[src/hdl/mep_pkg.sv]
// ----------------------------------------------------------------------------
// mep_pkg
// Shared opcodes, fixed field widths and the per-cell command type of the
// multiport elastic pipeline.
// ----------------------------------------------------------------------------
package mep_pkg;

    // Fixed field widths
    localparam int OP_W   = 3;
    localparam int SLOT_W = 3;
    localparam int CNT_W  = 4;

    // Saturation limit of the entry count
    localparam logic [CNT_W-1:0] CNT_MAX = 4'd15;

    // Operation codes
    localparam logic [OP_W-1:0] OP_ADD     = 3'd0;
    localparam logic [OP_W-1:0] OP_ADVANCE = 3'd1;
    localparam logic [OP_W-1:0] OP_PEEK    = 3'd2;
    localparam logic [OP_W-1:0] OP_CLEAR   = 3'd3;
    localparam logic [OP_W-1:0] OP_SET     = 3'd4;

    // Command to one slot cell: rotate the ring, optionally overwrite
    typedef struct packed {
        logic shift;
        logic load;
        logic occ;
    } t_cell_cmd;

endpackage

[src/hdl/mep_cell.sv]
// ----------------------------------------------------------------------------
// mep_cell
// One slot of the rotating slot ring: an occupied flag and a request tag.
// On a shift it takes its neighbor's contents or a loaded value.
// ----------------------------------------------------------------------------
module mep_cell
    import mep_pkg::*;
#(
    parameter int TAG_BITS = 16
) (
    input  logic                i_clk,
    input  logic                i_rst_n,
    input  t_cell_cmd           i_cmd,
    input  logic                i_nxt_occ,
    input  logic [TAG_BITS-1:0] i_nxt_tag,
    input  logic [TAG_BITS-1:0] i_ld_tag,
    output logic                o_occ,
    output logic [TAG_BITS-1:0] o_tag
);

    logic                r_occ;
    logic [TAG_BITS-1:0] r_tag;

    // Occupied flag: clear at reset, rotate or load on a shift
    always_ff @(posedge i_clk) begin
        if (!i_rst_n) begin
            r_occ <= 1'b0;
        end else if (i_cmd.shift) begin
            r_occ <= i_cmd.load ? i_cmd.occ : i_nxt_occ;
        end
    end

    // Tag: no reset, only read while occupied
    always_ff @(posedge i_clk) begin
        if (i_cmd.shift) begin
            r_tag <= i_cmd.load ? i_ld_tag : i_nxt_tag;
        end
    end

    assign o_occ = r_occ;
    assign o_tag = r_tag;

endmodule

[src/hdl/mep_ctrl.sv]
// ----------------------------------------------------------------------------
// mep_ctrl
// Sequencer of the slot ring. Walks all slots once per transaction, issues
// loads to the cells, keeps the counts and the add pointer, and holds the
// result register.
// ----------------------------------------------------------------------------
module mep_ctrl
    import mep_pkg::*;
#(
    parameter int LANES    = 2,
    parameter int STAGES   = 4,
    parameter int TAG_BITS = 16
) (
    input  logic                              i_clk,
    input  logic                              i_rst_n,
    // input channel
    input  logic                              i_in_valid,
    output logic                              o_in_stall,
    input  logic [OP_W-1:0]                   i_opcode,
    input  logic [SLOT_W-1:0]                 i_slot_position,
    input  logic [TAG_BITS-1:0]               i_entry_tag,
    input  logic                              i_entry_present,
    // ring side
    input  logic                              i_head_occ,
    input  logic [TAG_BITS-1:0]               i_head_tag,
    output t_cell_cmd [LANES*STAGES-1:0]      o_cmd,
    output logic [TAG_BITS-1:0]               o_ld_tag,
    // output channel
    output logic                              o_out_valid,
    input  logic                              i_out_stall,
    output logic                              o_status,
    output logic                              o_read_valid,
    output logic [TAG_BITS-1:0]               o_read_tag,
    output logic [$clog2(LANES+1)-1:0]        o_input_stage_count,
    output logic                              o_input_stage_full,
    output logic [CNT_W-1:0]                  o_entries_held
);

    localparam int N          = LANES * STAGES;
    localparam int PW         = $clog2(N + 1);
    localparam int IW         = $clog2(N);
    localparam int LW         = $clog2(LANES + 1);
    localparam int INPUT_BASE = (STAGES - 1) * LANES;

    localparam logic [1:0] S_IDLE = 2'd0;
    localparam logic [1:0] S_WALK = 2'd1;
    localparam logic [1:0] S_DONE = 2'd2;

    logic [1:0]          r_state, n_state;
    logic [OP_W-1:0]     r_op, n_op;
    logic [SLOT_W-1:0]   r_pos, n_pos;
    logic [TAG_BITS-1:0] r_tag, n_tag;
    logic                r_present, n_present;
    logic [PW-1:0]       r_step, n_step;
    logic [LW-1:0]       r_lane, n_lane;
    logic [PW-1:0]       r_base, n_base;
    logic [PW-1:0]       r_lo, n_lo;
    logic [PW-1:0]       r_fs, n_fs;
    logic [LW-1:0]       r_ic, n_ic;
    logic [LW-1:0]       r_input_cnt, n_input_cnt;
    logic [PW-1:0]       r_add_ptr, n_add_ptr;
    logic [CNT_W-1:0]    r_entry_cnt, n_entry_cnt;
    logic                r_refuse, n_refuse;
    logic                r_found, n_found;
    logic                r_status, n_status;
    logic                r_rvalid, n_rvalid;
    logic [TAG_BITS-1:0] r_rtag, n_rtag;
    logic                r_out_valid, n_out_valid;
    logic                r_o_status, n_o_status;
    logic                r_o_rvalid, n_o_rvalid;
    logic [TAG_BITS-1:0] r_o_rtag, n_o_rtag;
    logic [LW-1:0]       r_o_ic, n_o_ic;
    logic                r_o_full, n_o_full;
    logic [CNT_W-1:0]    r_o_cnt, n_o_cnt;

    logic                accept;
    logic                last_step;
    logic                pos_hit;
    logic                add_hit;
    logic [PW-1:0]       floor_fs;
    logic [PW:0]         dest_w;

    assign o_in_stall = (r_state != S_IDLE);
    assign accept     = i_in_valid && !o_in_stall;
    assign last_step  = (r_step == PW'(N - 1));
    assign pos_hit    = (int'(r_pos) == int'(r_step));
    assign floor_fs   = (r_fs < r_lo) ? r_lo : r_fs;
    // ring cell that holds slot floor_fs once this step's rotation is done
    assign dest_w     = {1'b0, floor_fs} + (PW + 1)'(N - 1) - {1'b0, r_step};
    assign add_hit    = !r_refuse && !r_found && (r_step >= r_add_ptr) && !i_head_occ;
    assign o_ld_tag   = (r_op == OP_ADVANCE) ? i_head_tag : r_tag;

    // Sequence the walk and compute the next state
    always_comb begin
        n_state     = r_state;
        n_op        = r_op;
        n_pos       = r_pos;
        n_tag       = r_tag;
        n_present   = r_present;
        n_step      = r_step;
        n_lane      = r_lane;
        n_base      = r_base;
        n_lo        = r_lo;
        n_fs        = r_fs;
        n_ic        = r_ic;
        n_input_cnt = r_input_cnt;
        n_add_ptr   = r_add_ptr;
        n_entry_cnt = r_entry_cnt;
        n_refuse    = r_refuse;
        n_found     = r_found;
        n_status    = r_status;
        n_rvalid    = r_rvalid;
        n_rtag      = r_rtag;
        n_out_valid = r_out_valid;
        n_o_status  = r_o_status;
        n_o_rvalid  = r_o_rvalid;
        n_o_rtag    = r_o_rtag;
        n_o_ic      = r_o_ic;
        n_o_full    = r_o_full;
        n_o_cnt     = r_o_cnt;
        for (int k = 0; k < N; k++) begin
            o_cmd[k].shift = (r_state == S_WALK);
            o_cmd[k].load  = 1'b0;
            o_cmd[k].occ   = 1'b0;
        end

        // drop the result once taken
        if (r_out_valid && !i_out_stall) begin
            n_out_valid = 1'b0;
        end

        unique case (r_state)
            S_IDLE: begin
                if (accept) begin
                    n_state   = S_WALK;
                    n_op      = i_opcode;
                    n_pos     = i_slot_position;
                    n_tag     = i_entry_tag;
                    n_present = i_entry_present;
                    n_step    = '0;
                    n_lane    = '0;
                    n_base    = '0;
                    n_lo      = '0;
                    n_fs      = '0;
                    n_ic      = '0;
                    n_found   = 1'b0;
                    n_status  = 1'b0;
                    n_rvalid  = 1'b0;
                    n_rtag    = '0;
                    n_refuse  = (int'(r_input_cnt) == LANES);
                end
            end

            S_WALK: begin
                // track stage boundaries of the slot under the head
                if (r_lane == LW'(LANES - 1)) begin
                    n_lane = '0;
                    n_lo   = r_base;
                    n_base = r_base + PW'(LANES);
                end else begin
                    n_lane = r_lane + LW'(1);
                end
                n_step = r_step + PW'(1);

                case (r_op)
                    OP_ADD: begin
                        if (add_hit) begin
                            o_cmd[N-1].load = 1'b1;
                            o_cmd[N-1].occ  = 1'b1;
                            n_found         = 1'b1;
                            n_add_ptr       = r_step + PW'(1);
                            n_input_cnt     = r_input_cnt + LW'(1);
                            if (r_entry_cnt != CNT_MAX) begin
                                n_entry_cnt = r_entry_cnt + CNT_W'(1);
                            end
                        end
                        if (last_step) begin
                            n_status = r_refuse || !(r_found || add_hit);
                            if (!r_refuse && !(r_found || add_hit)) begin
                                n_add_ptr = PW'(N);
                            end
                        end
                    end
                    OP_ADVANCE: begin
                        n_ic = r_ic;
                        n_fs = r_fs;
                        if (i_head_occ) begin
                            n_fs = floor_fs + PW'(1);
                            if (floor_fs < r_step) begin
                                // move one stage toward the head into the free slot
                                for (int k = 0; k < N; k++) begin
                                    if (dest_w[IW-1:0] == IW'(k)) begin
                                        o_cmd[k].load = 1'b1;
                                        o_cmd[k].occ  = 1'b1;
                                    end
                                end
                                o_cmd[N-1].load = 1'b1;
                                o_cmd[N-1].occ  = 1'b0;
                                if (floor_fs >= PW'(INPUT_BASE)) begin
                                    n_ic = r_ic + LW'(1);
                                end
                            end else if (r_step >= PW'(INPUT_BASE)) begin
                                n_ic = r_ic + LW'(1);
                            end
                        end
                        if (last_step) begin
                            n_input_cnt = n_ic;
                            n_add_ptr   = (n_ic == '0) ? PW'(INPUT_BASE) : n_fs;
                        end
                    end
                    OP_PEEK: begin
                        if (pos_hit && (int'(r_pos) < LANES) && i_head_occ) begin
                            n_rvalid = 1'b1;
                            n_rtag   = i_head_tag;
                        end
                    end
                    OP_CLEAR: begin
                        if (pos_hit) begin
                            o_cmd[N-1].load = 1'b1;
                            o_cmd[N-1].occ  = 1'b0;
                            if (r_entry_cnt != '0) begin
                                n_entry_cnt = r_entry_cnt - CNT_W'(1);
                            end
                        end
                    end
                    OP_SET: begin
                        if (pos_hit) begin
                            o_cmd[N-1].load = 1'b1;
                            o_cmd[N-1].occ  = r_present;
                        end
                    end
                    default: begin
                    end
                endcase

                if (last_step) begin
                    n_state = S_DONE;
                end
            end

            S_DONE: begin
                // hand the result over once the output register is free
                if (!r_out_valid || !i_out_stall) begin
                    n_out_valid = 1'b1;
                    n_o_status  = r_status;
                    n_o_rvalid  = r_rvalid;
                    n_o_rtag    = r_rtag;
                    n_o_ic      = r_input_cnt;
                    n_o_full    = (int'(r_input_cnt) == LANES);
                    n_o_cnt     = r_entry_cnt;
                    n_state     = S_IDLE;
                end
            end

            default: begin
                n_state = S_IDLE;
            end
        endcase
    end

    // Control state
    always_ff @(posedge i_clk) begin
        if (!i_rst_n) begin
            r_state     <= S_IDLE;
            r_input_cnt <= '0;
            r_add_ptr   <= PW'(INPUT_BASE);
            r_entry_cnt <= '0;
            r_out_valid <= 1'b0;
        end else begin
            r_state     <= n_state;
            r_input_cnt <= n_input_cnt;
            r_add_ptr   <= n_add_ptr;
            r_entry_cnt <= n_entry_cnt;
            r_out_valid <= n_out_valid;
        end
    end

    // Transaction payload and walk registers
    always_ff @(posedge i_clk) begin
        r_op       <= n_op;
        r_pos      <= n_pos;
        r_tag      <= n_tag;
        r_present  <= n_present;
        r_step     <= n_step;
        r_lane     <= n_lane;
        r_base     <= n_base;
        r_lo       <= n_lo;
        r_fs       <= n_fs;
        r_ic       <= n_ic;
        r_refuse   <= n_refuse;
        r_found    <= n_found;
        r_status   <= n_status;
        r_rvalid   <= n_rvalid;
        r_rtag     <= n_rtag;
        r_o_status <= n_o_status;
        r_o_rvalid <= n_o_rvalid;
        r_o_rtag   <= n_o_rtag;
        r_o_ic     <= n_o_ic;
        r_o_full   <= n_o_full;
        r_o_cnt    <= n_o_cnt;
    end

    assign o_out_valid         = r_out_valid;
    assign o_status            = r_o_status;
    assign o_read_valid        = r_o_rvalid;
    assign o_read_tag          = r_o_rtag;
    assign o_input_stage_count = r_o_ic;
    assign o_input_stage_full  = r_o_full;
    assign o_entries_held      = r_o_cnt;

endmodule

[src/hdl/multiport_elastic_pipeline.sv]
// ----------------------------------------------------------------------------
// multiport_elastic_pipeline
// Pipe of request tags in STAGES stages of LANES slots, built as a rotating
// ring of slot cells under a walking sequencer.
// ----------------------------------------------------------------------------
// Usage:
//   Input channel i_in_valid / o_in_stall carries one operation per
//   transaction: add, advance, peek, clear or set, with slot, tag and
//   present flag. Output channel o_out_valid / i_out_stall returns exactly
//   one result per operation: status, peek data, input stage count and full
//   flag, and the entry count.
//   Every operation rotates the slot ring once, one slot per cycle, so the
//   ring of LANES*STAGES cells sets the timing of each transaction.
//   One transaction is in flight at a time; o_in_stall stays high from
//   acceptance until its result has entered the output register.
//   If the receiver stalls, the result is held in the output register and
//   a finished following result waits in the sequencer until it is free.
//   Synchronous reset empties every slot, zeroes the counts, points the
//   add pointer at the first input stage slot and drops o_out_valid.
// ----------------------------------------------------------------------------
module multiport_elastic_pipeline
    import mep_pkg::*;
#(
    parameter int LANES    = 2,
    parameter int STAGES   = 4,
    parameter int TAG_BITS = 16
) (
    input  logic                       i_clk,
    input  logic                       i_rst_n,
    input  logic                       i_in_valid,
    output logic                       o_in_stall,
    input  logic [OP_W-1:0]            i_opcode,
    input  logic [SLOT_W-1:0]          i_slot_position,
    input  logic [TAG_BITS-1:0]        i_entry_tag,
    input  logic                       i_entry_present,
    output logic                       o_out_valid,
    input  logic                       i_out_stall,
    output logic                       o_status,
    output logic                       o_read_valid,
    output logic [TAG_BITS-1:0]        o_read_tag,
    output logic [$clog2(LANES+1)-1:0] o_input_stage_count,
    output logic                       o_input_stage_full,
    output logic [CNT_W-1:0]           o_entries_held
);

    localparam int N = LANES * STAGES;

    t_cell_cmd [N-1:0]   w_cmd;
    logic [TAG_BITS-1:0] w_ld_tag;
    logic                w_occ [N];
    logic [TAG_BITS-1:0] w_tag [N];

    // Sequencer and result register
    mep_ctrl #(
        .LANES    (LANES),
        .STAGES   (STAGES),
        .TAG_BITS (TAG_BITS)
    ) u_ctrl (
        .i_clk               (i_clk),
        .i_rst_n             (i_rst_n),
        .i_in_valid          (i_in_valid),
        .o_in_stall          (o_in_stall),
        .i_opcode            (i_opcode),
        .i_slot_position     (i_slot_position),
        .i_entry_tag         (i_entry_tag),
        .i_entry_present     (i_entry_present),
        .i_head_occ          (w_occ[0]),
        .i_head_tag          (w_tag[0]),
        .o_cmd               (w_cmd),
        .o_ld_tag            (w_ld_tag),
        .o_out_valid         (o_out_valid),
        .i_out_stall         (i_out_stall),
        .o_status            (o_status),
        .o_read_valid        (o_read_valid),
        .o_read_tag          (o_read_tag),
        .o_input_stage_count (o_input_stage_count),
        .o_input_stage_full  (o_input_stage_full),
        .o_entries_held      (o_entries_held)
    );

    // Ring of slot cells, each fed by its upper neighbor
    for (genvar k = 0; k < N; k++) begin : g_cell
        mep_cell #(
            .TAG_BITS (TAG_BITS)
        ) u_cell (
            .i_clk     (i_clk),
            .i_rst_n   (i_rst_n),
            .i_cmd     (w_cmd[k]),
            .i_nxt_occ (w_occ[(k + 1) % N]),
            .i_nxt_tag (w_tag[(k + 1) % N]),
            .i_ld_tag  (w_ld_tag),
            .o_occ     (w_occ[k]),
            .o_tag     (w_tag[k])
        );
    end

endmodule

[config.mk]
export PLATFORM = sky130hd
export DESIGN_NAME = multiport_elastic_pipeline
export DESIGN_NICKNAME = d
export VERILOG_FILES = /design/src/hdl/mep_pkg.sv /design/src/hdl/mep_cell.sv /design/src/hdl/mep_ctrl.sv /design/src/hdl/multiport_elastic_pipeline.sv
export SDC_FILE = /design/constraint.sdc
export NUM_CORES = 1
export LEC_CHECK = 0
export ABC_AREA = 1
export BUFFER_PORTS_ARGS = -buffer_cell sky130_fd_sc_hd__clkbuf_2
export CORE_MARGIN = 5
export CORE_UTILIZATION = 45
export CTS_CLUSTER_DIAMETER = 200
export DETAILED_ROUTE_END_ITERATION = 8
export PLACE_DENSITY = 0.68
export SKIP_CTS_REPAIR_TIMING = 1
export SYNTH_ARGS = -nofsm -noshare
export SYNTH_HDL_FRONTEND = slang
export SYNTH_SLANG_ARGS = --single-unit
[constraint.sdc]
create_clock -name i_clk -period 7.4 [get_ports i_clk]
set_clock_uncertainty 0.05 [all_clocks]
set_input_delay 1.48 -clock i_clk [delete_from_list [all_inputs] [get_ports i_clk]]
set_output_delay 1.48 -clock i_clk [all_outputs]
set_load 0.005 [all_outputs]
==> reports/metrics.cfg, run 1 <==
[layout]
final_util_pct = 50.9
drive_gt1_share_pct = 10.6
synthToLayoutAreaGrowth_pct = 12.1
nets = 1029
fin_cells = 1279
antennaDiodeCount = 0

[synthesis]
synth_ff_type = edfxtp_1
postSynthCellCount = 930
yosysSeqAreaShare_pct = 67.2
synth_seq_cells = 235
synth.distinct_cells = 38
synth_edf_count = 214
syn_avg_cell_area_um2 = 10.9
ys_warn_count = 0
netlist_area_um2 = 10200
synth_nets = 980
synthArstFlopShare_pct = 0

[grt]
grt_max_degree = 76
grt_overflow = 0
grt.total_usage_pct = 14.8
grt_pass1_vias = 5970
grt_pass1_wl_mm = 31.3
antenna_found_initial = 0

[status]
status = finished, final reports clean

[route]
drc_errors = 0
wirelength_mm = 19.5
vias_per_cell = 5.09
drt_iter0_drc = 694
ant_nets = 0
num_vias = 6514
avgRoutedWirePerCell_um = 15.3
first_pass_iters = 8

[place]
gp_congestion = 0.851
dp_cells = 1238
hpwlAfterDp_mm = 12.6
pre_cts_slack_ns = 3.49
portBuffers = 53

[timing]
slew_viol_final = 0
fin_crit_ns = 3.93
relSlewSlack_pct = 23.4
finalCritPeriodShare_pct = 53.1
fin_tns_setup_ns = 0
finalWorstSetupSlack_ns = 3.47
setup_viol = 0
maxClockFrequency_mhz = 255
rsz0062_at_grt = no
hold_violations = 0
tightest_slew_ns = 1.15
holdWs_ns = 0.367

[job]
maxCapViolCount = 0

[clock_network]
cts_max_level = 1
cts_root_buf = clkbuf_16
cts_buffers = 24
clk_pin_slew_ns = 0.06
cts_sinks = 235
tritoncts = done
clockBufferDepth = 3
clock_latency_ns = 0.52

[critical_path]
startpoint_type = flip-flop
cp_top_family = simple AND/OR/NAND/NOR gates
path_max_fanout = 33
crit_chain = inv_1, ha_1, inv_1, a21oi_1, nand2_1, nand2_1, inv_1, ha_1, fa_1, inv_1, nor3_1, nand3_1, nand2_1, o21ai_0
endpoint_kind = flip-flop
worstSetupPathType = reg -> reg
arrival_ns = 4.09
critPathSlowestCell = nand3_1
critPathMaxStageDelay_ns = 0.77
path_buf_inv = 4
cp_data_required_time_ns = 7.57
critPathMostFrequentCell = inv_1

[floorplan]
rows = 55
core-area_um2 = 22400
dieArea_um2 = 25700
boundaryPins = 54
initial_core_util_pct = 45.4
fp.dieH_um = 160
die_w_um = 160

[worst_hold_path]
worstHoldPathType = reg -> reg

[pwr]
power_density_nw_per_um2 = 260
vdd_drop_max_mv = 0.154
leakagePower_nw = 4.66

## kinds of logic after synthesis
| family | after synthesis | share of synthesized area (%) |
|---|---|---|
| XOR/XNOR | 10 | 0.860 |
| flip-flops | 235 | 67.2 |
| multiplexers | 1 | 0.0983 |
| AO/OA/AOI/OAI | 204 | 10.6 |
| adder cells (fa/ha/maj) | 23 | 2.97 |
| AND/OR/NAND/NOR | 312 | 12.7 |
| buffers and inverters | 145 | 5.53 |
## path summary, 6_finish.rpt
check	end	from	slack, ns	depth (start not counted)
worst max-delay path	g_cell[6].u_cell.o_tag[8]	u_ctrl.r_fs[3]	3.47	14
worst min-delay path	u_ctrl.o_read_tag[14]	u_ctrl.r_rtag[14]	0.37	0
worst max register to register	g_cell[6].u_cell.o_tag[8]	u_ctrl.r_fs[3]	3.47	14
worst min register to register	u_ctrl.o_read_tag[14]	u_ctrl.r_rtag[14]	0.37	0
## placed cells by master (no fill, tap or decap), drive strengths merged
cell type  instances
a21o               1
a21oi             50
a221oi             3
a31oi              6
buf                7
clkbuf            88
clkinv             7
dfxtp             21
edfxtp           214
fa                 2
ha                21
inv              107
mux2i              1
nand2            179
nand3             23
nand3b             2
nand4              7
nor2              96
nor3               3
nor4               1
nor4b              1
o211ai             2
o21a               1
o21ai            137
o21bai             2
o311ai             1
o41ai              1
xnor2              6
xor2               4
## cells in the mapped netlist, types with 2 or more instances
cell | n | area, µm²
edfxtp_1 | 214 | 6430
nand2_1 | 178 | 668
o21ai_0 | 117 | 586
inv_1 | 104 | 390
nor2_1 | 93 | 349
a21oi_1 | 50 | 250
nand3_1 | 23 | 115
dfxtp_1 | 21 | 420
ha_1 | 21 | 263
o21ai_1 | 20 | 100
clkbuf_1 | 18 | 67.6
buf_2 | 15 | 75.1
a31oi_1 | 6 | 37.5
xnor2_1 | 6 | 52.6
nand4_1 | 5 | 31.3
buf_1 | 4 | 15.0
xor2_1 | 4 | 35.0
inv_2 | 3 | 11.3
a221oi_2 | 2 | 30.0
fa_1 | 2 | 40.0
nand3b_1 | 2 | 15.0
nand4_4 | 2 | 42.5
nor2_4 | 2 | 22.5
nor3_1 | 2 | 10.0
o211ai_1 | 2 | 15.0
o21bai_1 | 2 | 15.0
## per-layer routing
layer / GRT usage (%) / part of all wire (%) / up-vias
li1: - / - / 3279
met1: 21.3 / 47 / 3025
met2: 23.3 / 44 / 176
met3: 2.69 / 6.3 / 34
met4: 3.95 / 2.0 / 0
met5: 0 / 0 / -
## worst register-to-register path: stages, from the launching register on
cell and delay (ns):
edfxtp_1 0.34, inv_1 0.06, ha_1 0.29, inv_1 0.04
a21oi_1 0.20, nand2_1 0.12, nand2_1 0.12, inv_1 0.09
ha_1 0.20, fa_1 0.58, inv_1 0.11, nor3_1 0.23
nand3_1 0.77, nand2_1 0.28, o21ai_0 0.13
## cell type report
cell class | count | area (µm²)
Multi-Input combinational cell | 550 | 2780
Sequential cell | 235 | 6850
Inverter | 108 | 405
Tap cell | 285 | 357
Clock buffer | 35 | 662
Timing Repair Buffer | 60 | 318
Fill cell | 1955 | 11000
Clock inverter | 6 | 43.8
## power by group
part | total (mW) | switching, mW | internal (mW)
registers | 1.59 | 0.0375 | 1.56
clock network | 1.09 | 0.472 | 0.619
logic | 0.281 | 0.195 | 0.0859
## per-stage QoR
stage,power [mW],area [µm²]
floorplan,1.82,10200
global placement,1.89,10700
detailed placement,1.90,10700
CTS,2.99,11400
global route,3.11,11400
finish,2.97,11400
## state kept, by name, indices dropped and copies added, names as in the netlist, 3 cells and up
| signal | flops |
|---|---|
| g_cell.u_cell.o_occ | 8 |
| g_cell.u_cell.o_tag | 128 |
| u_ctrl.o_entries_held | 4 |
| u_ctrl.o_read_tag | 16 |
| u_ctrl.r_add_ptr | 4 |
| u_ctrl.r_base | 3 |
| u_ctrl.r_entry_cnt | 4 |
| u_ctrl.r_fs | 4 |
| u_ctrl.r_lo | 3 |
| u_ctrl.r_op | 3 |
| u_ctrl.r_pos | 3 |
| u_ctrl.r_rtag | 16 |
| u_ctrl.r_step | 4 |
| u_ctrl.r_tag | 16 |
(Power assumes the default switching activity.)
==> run 2, diff against run 1 <==
- PLACE_DENSITY: 0.68 -> 0.7
- clock period: 7.4 -> 3.3 ns (I/O delays scaled with it)
==> run 2 against run 1 <==
Count of clock-buffer cells in the layout decreased by 8. Cell area increased by 3.6%. Clock power grew 140%. Routed wire length is 4.2% higher. First-iteration DRC count shrank 17%. Combinational power increased to 2.5 times the previous value. Maximum frequency up 23%. Largest power group unchanged.
==> reports/metrics.cfg, run 2 (synthesis gave the netlist of run 1 again) <==
[layout]
largest_reg_flops = 128  ; unchanged
final_common_cell = edfxtp_1
fill_cells = 1892  ; -3.2%
antennaDiodeCount = 0  ; unchanged
final_cell_area_um2 = 11800  ; +3.6%
synthToLayoutAreaGrowth_pct = 16.1
drive_gt1_share_pct = 14.2  ; +3.6 points
nets = 1049  ; +1.9%
mostFrequentLayoutCells = edfxtp_1, nand2_1, o21ai_0, inv_1, nor2_1

[route]
m1WireLength_mm = 9.52  ; +3.0%
vias_per_cell = 5.15  ; +1.1%
first_pass_iters = 6  ; -2
routed.top_layer = met4
ant_nets = 0  ; unchanged
drc_errors = 0  ; unchanged
avgRoutedWirePerCell_um = 15.6  ; +2.3%
drt_iter0_drc = 573  ; -17%
met2WireLength_mm = 9.34  ; +7.7%
met3_length_mm = 1.13  ; -7.4%
num_vias = 6701  ; +2.9%
wirelength_mm = 20.3  ; +4.2%

[clock_network]
cts_sinks = 235  ; unchanged
clk_pin_slew_ns = 0.06  ; about the same
clock_latency_ns = 0.51  ; about the same
cts_max_level = 1  ; unchanged
cts_buffers = 24  ; unchanged
tritoncts = done
cts_root_buf = clkbuf_16
clockBufferDepth = 3  ; unchanged

[critical_path]
critPathMostFrequentCell = inv_1
cp_data_required_time_ns = 3.47  ; -4.10 ns
endpoint_kind = flip-flop
startpoint_type = flip-flop
worstSetupPathType = reg -> reg
r2r_cells = 15  ; +1
path_buf_inv = 5  ; +1
crit_chain = inv_2, ha_4, inv_1, a21oi_2, nand2_2, nand2_1, inv_1, ha_1, fa_2, inv_1, nor3_2, nand3_1, buf_6, nand2_1, o21ai_0
critPathMaxStageDelay_ns = 0.59  ; -0.18 ns
path_max_fanout = 33  ; unchanged
crit_cells = 15  ; +1
arrival_ns = 3.37  ; -0.72 ns
cp_top_family = adder cells
critPathSlowestCell = fa_2

[pwr]
power_mw = 6.87  ; +130%
vdd_drop_max_mv = 0.342  ; +120%
leakagePower_nw = 4.85  ; +4.2%
power_density_nw_per_um2 = 581  ; +120%

[grt]
grt_pass1_vias = 6356  ; +6.5%
grt_overflow = 0  ; unchanged
antenna_found_initial = 0  ; unchanged
grt_pass1_wl_mm = 32.5  ; +3.9%
grt.total_usage_pct = 15.3  ; +0.44 points
grt_max_degree = 76  ; unchanged

[floorplan]
initial_core_util_pct = 45.4  ; unchanged
core-area_um2 = 22400  ; unchanged
dieArea_um2 = 25700  ; unchanged
boundaryPins = 54  ; unchanged
fp.dieH_um = 160  ; unchanged
die_w_um = 160  ; unchanged
rows = 55  ; unchanged

[timing]
setup_viol = 0  ; unchanged
slew_viol_final = 0  ; unchanged
fin_crit_ns = 3.19  ; -0.732 ns
hold_violations = 0  ; unchanged
relSlewSlack_pct = 36.4  ; +13 points
maxClockFrequency_mhz = 313  ; +23%
rsz0062_at_grt = yes
finalWorstSetupSlack_ns = 0.105  ; -3.37 ns
tightest_slew_ns = 0.954  ; -0.195 ns
fin_tns_setup_ns = 0  ; unchanged
finalCritPeriodShare_pct = 96.8  ; +44 points

[place]
portBuffers = 53  ; unchanged
hpwlAfterDp_mm = 12.8  ; +2.0%
dpl-instance-area_um2 = 10900  ; +1.4%
gp_congestion = 0.820  ; -3.6%
pre_cts_slack_ns = -0.0618  ; -3.56 ns

[worst_hold_path]
worstHoldPathType = in -> reg
min_path_cells = 1  ; +1

[status]
status = finished, final reports clean

[job]
maxCapViolCount = 0  ; unchanged

==> run 2: metrics by stage <==
| step | hold WS (ns) | std cells | utilization, % |
|---|---|---|---|
| CTS | 0.246 | 1294 | 51.8 |
| global placement | 0.351 | 1250 | 48.4 |
| global route | 0.253 | 1302 | 52.7 |
| detailed placement | 0.355 | 1250 | 48.4 |
| finish | 0.271 | 1302 | 52.7 |
| floorplan | 0.350 | 930 | - |
==> run 2: worst paths after layout <==
kind / from / to / slack (ns)
min: i_entry_tag[7] / u_ctrl.r_tag[7] / 0.27
max: u_ctrl.r_fs[3] / g_cell[6].u_cell.o_tag[1] / 0.11
max reg2reg: u_ctrl.r_fs[3] / g_cell[6].u_cell.o_tag[1] / 0.11
min reg2reg: u_ctrl.r_rtag[14] / u_ctrl.o_read_tag[14] / 0.37
==> run 2: layer usage <==
metal  track usage [%]  up-vias
met2              24.6      178
met3              1.87       25
li1                  -     3334
met5                 0        -
met1              22.1     3164
met4              4.03        0
==> run 2: cell type report <==
| class | count | area (µm²) | area share, % |
|---|---|---|---|
| inverter | 108 | 405 | 3.43 |
| multi-input combinational | 550 | 2880 | 24.4 |
| timing repair buffer | 80 | 578 | 4.89 |
| clock inverter | 17 | 143 | 1.21 |
| sequential | 235 | 6850 | 57.9 |
| clock buffer | 27 | 612 | 5.18 |
| tap | 285 | 357 | 3.02 |
==> run 2: worst reg2reg max path, cell delays in order (launching register included) <==
cell      delay (ns)
edfxtp_1        0.38
inv_2           0.06
ha_4            0.26
inv_1           0.05
a21oi_2         0.19
nand2_2         0.10
nand2_1         0.11
inv_1           0.09
ha_1            0.21
fa_2            0.59
inv_1           0.11
nor3_2          0.21
nand3_1         0.13
buf_6           0.21
nand2_1         0.08
o21ai_0         0.08
==> run 2: power by group <==
part / leakage [nW] / switching, mW / total [mW] / internal, mW
clock: 0.365 / 1.09 / 2.58 / 1.49
sequential: 2.21 / 0.0820 / 3.57 / 3.49
combinational: 2.28 / 0.471 / 0.711 / 0.240
total: 4.85 / 1.65 / 6.87 / 5.22
==> run 3, diff against run 2 <==
- CTS_BUF_LIST: default -> sky130_fd_sc_hd__clkbuf_8
==> run 3 against run 2 <==
Worst hold slack worse by 0.018 ns. Global-route usage is 0.21 points higher. Die area stayed put. Maximum frequency is 1.3% lower. Setup slack worse by 0.041 ns. Utilization is 0.30 points higher. First-iteration DRC count is 11% higher. Via count is 3.1% higher. Cell count is 1.9% higher. Combinational power is 5.3% higher. Routed wire length is 5.0% higher. Critical path depth stayed put. Largest cell class unchanged.
==> reports/metrics.cfg, run 3 (synthesis gave the netlist of run 1 again) <==
[status]
status = finished, final reports clean

[job]
maxCapViolCount = 0  ; unchanged

[layout]
antennaDiodeCount = 0  ; unchanged
fill_cells = 1878  ; -0.74%
mostFrequentLayoutCells = edfxtp_1, nand2_1, o21ai_0, inv_1, nor2_1
seqCellArea_um2 = 6850  ; unchanged
largest_reg_flops = 128  ; unchanged
multi_input_area_um2 = 2960  ; +2.7%
final_util_pct = 53.0  ; +0.30 points
synthToLayoutAreaGrowth_pct = 16.8
drive_gt1_share_pct = 17.4  ; +3.2 points
final_common_cell = edfxtp_1
nets = 1068  ; +1.8%

[critical_path]
critPathSlowestCell = fa_2
critPathMaxStageDelay_ns = 0.61  ; +0.02 ns
path_max_fanout = 8  ; -76%
endpoint_kind = flip-flop
startpoint_type = flip-flop
crit_chain = inv_2, ha_4, inv_1, a21oi_2, nand2_2, nand2_2, inv_2, ha_2, fa_2, inv_2, nor3_4, nand3_4, clkbuf_16, nand2_1, o21ai_0
worstSetupPathType = reg -> reg
cp_data_required_time_ns = 3.50  ; +0.03 ns
arrival_ns = 3.43  ; +0.06 ns
path_buf_inv = 5  ; unchanged
cp_top_family = adder cells
critPathMostFrequentCell = inv_2

[grt]
antenna_found_initial = 0  ; unchanged
grt.total_usage_pct = 15.5  ; +0.21 points
grt_overflow = 0  ; unchanged
grt_pass1_wl_mm = 32.7  ; +0.49%
grt_max_degree = 76  ; unchanged
grt_pass1_vias = 6392  ; +0.57%

[pwr]
leakagePower_nw = 4.94  ; +1.7%
vdd_drop_max_mv = 0.225  ; -34%
power_density_nw_per_um2 = 547  ; -5.8%

[place]
portBuffers = 53  ; unchanged
gp_congestion = 0.820  ; unchanged
hpwlAfterDp_mm = 12.8  ; unchanged

[route]
first_pass_iters = 5  ; -1
vias_per_cell = 5.21  ; +1.2%
drc_errors = 0  ; unchanged
avgRoutedWirePerCell_um = 16.1  ; +3.0%
wirelength_mm = 21.4  ; +5.0%
drt_iter0_drc = 637  ; +11%
num_vias = 6910  ; +3.1%
ant_nets = 0  ; unchanged

[floorplan]
core-area_um2 = 22400  ; unchanged
initial_core_util_pct = 45.4  ; unchanged
fp.dieH_um = 160  ; unchanged
dieArea_um2 = 25700  ; unchanged
rows = 55  ; unchanged
die_w_um = 160  ; unchanged
boundaryPins = 54  ; unchanged

[clock_network]
clock_latency_ns = 0.53  ; +0.02 ns
clk_pin_slew_ns = 0.07  ; about the same
cts_max_level = 2  ; +1
clockBufferDepth = 3  ; unchanged
cts_root_buf = clkbuf_8
tritoncts = done
cts_buffers = 37  ; +54%
cts_sinks = 235  ; unchanged

[timing]
maxClockFrequency_mhz = 309  ; -1.3%
fin_crit_ns = 3.24  ; +0.0408 ns
tightest_slew_ns = 0.939  ; -0.0149 ns
fin_tns_setup_ns = 0  ; unchanged
rsz0062_at_grt = yes
slew_viol_final = 0  ; unchanged
hold_violations = 0  ; unchanged
holdWs_ns = 0.252  ; -0.0184 ns
relSlewSlack_pct = 37.4  ; +1.0 points
finalCritPeriodShare_pct = 98.1  ; +1.2 points
setup_viol = 0  ; unchanged

[worst_hold_path]
worstHoldPathType = in -> reg

## run 3: through the flow
stage,power [mW],setup WS (ns),cells,instance area (µm²)
after global routing,6.82,-0.0874,1327,11900
after CTS,6.45,-0.0726,1313,11500
after detailed placement,4.27,-0.0618,1250,10900
after global placement,4.24,0.160,1250,10900
after floorplan,4.08,0.135,930,10200
final,6.51,0.0643,1327,11900
## run 3: power breakdown
part	internal (mW)	total, mW	switching [mW]
sequential	3.49	3.57	0.0836
clock	1.08	2.18	1.11
combinational	0.260	0.749	0.489
## run 3: final timing paths
path                       from                         to  slack (ns)  depth (start not counted)
max              u_ctrl.r_fs[3]  g_cell[6].u_cell.o_tag[6]        0.06                         15
min          i_slot_position[1]            u_ctrl.r_pos[1]        0.25                          1
max reg2reg      u_ctrl.r_fs[3]  g_cell[6].u_cell.o_tag[6]        0.06                         15
min reg2reg    u_ctrl.r_rtag[0]       u_ctrl.o_read_tag[0]        0.37                          0
## run 3: area by class of cell
class                   count  share of cell area (%)
well taps                 285                    3.00
multi-input cells         550                    24.9
clock buffers              38                    4.40
flip-flops and latches    235                    57.6
clock inverters            25                   0.979
repair buffers             86                    5.76
inverters                 108                    3.41
## run 3: worst register-to-register path, delay by kind of cell (launching register included)
family          cells  cell delay, ns
compound gates      2            0.26
fa+ha+maj           3            1.06
buf+inv             5            0.49
flops               1            0.38
simple gates        5            0.71
## run 3: per-layer routing
metal	global-route usage, %	part of all wire, %	vias up
met5	0	0	-
met4	4.38	2.6	0
met3	2.95	6.4	43
met2	24.4	46	214
met1	22.0	45	3286
li1	-	-	3367
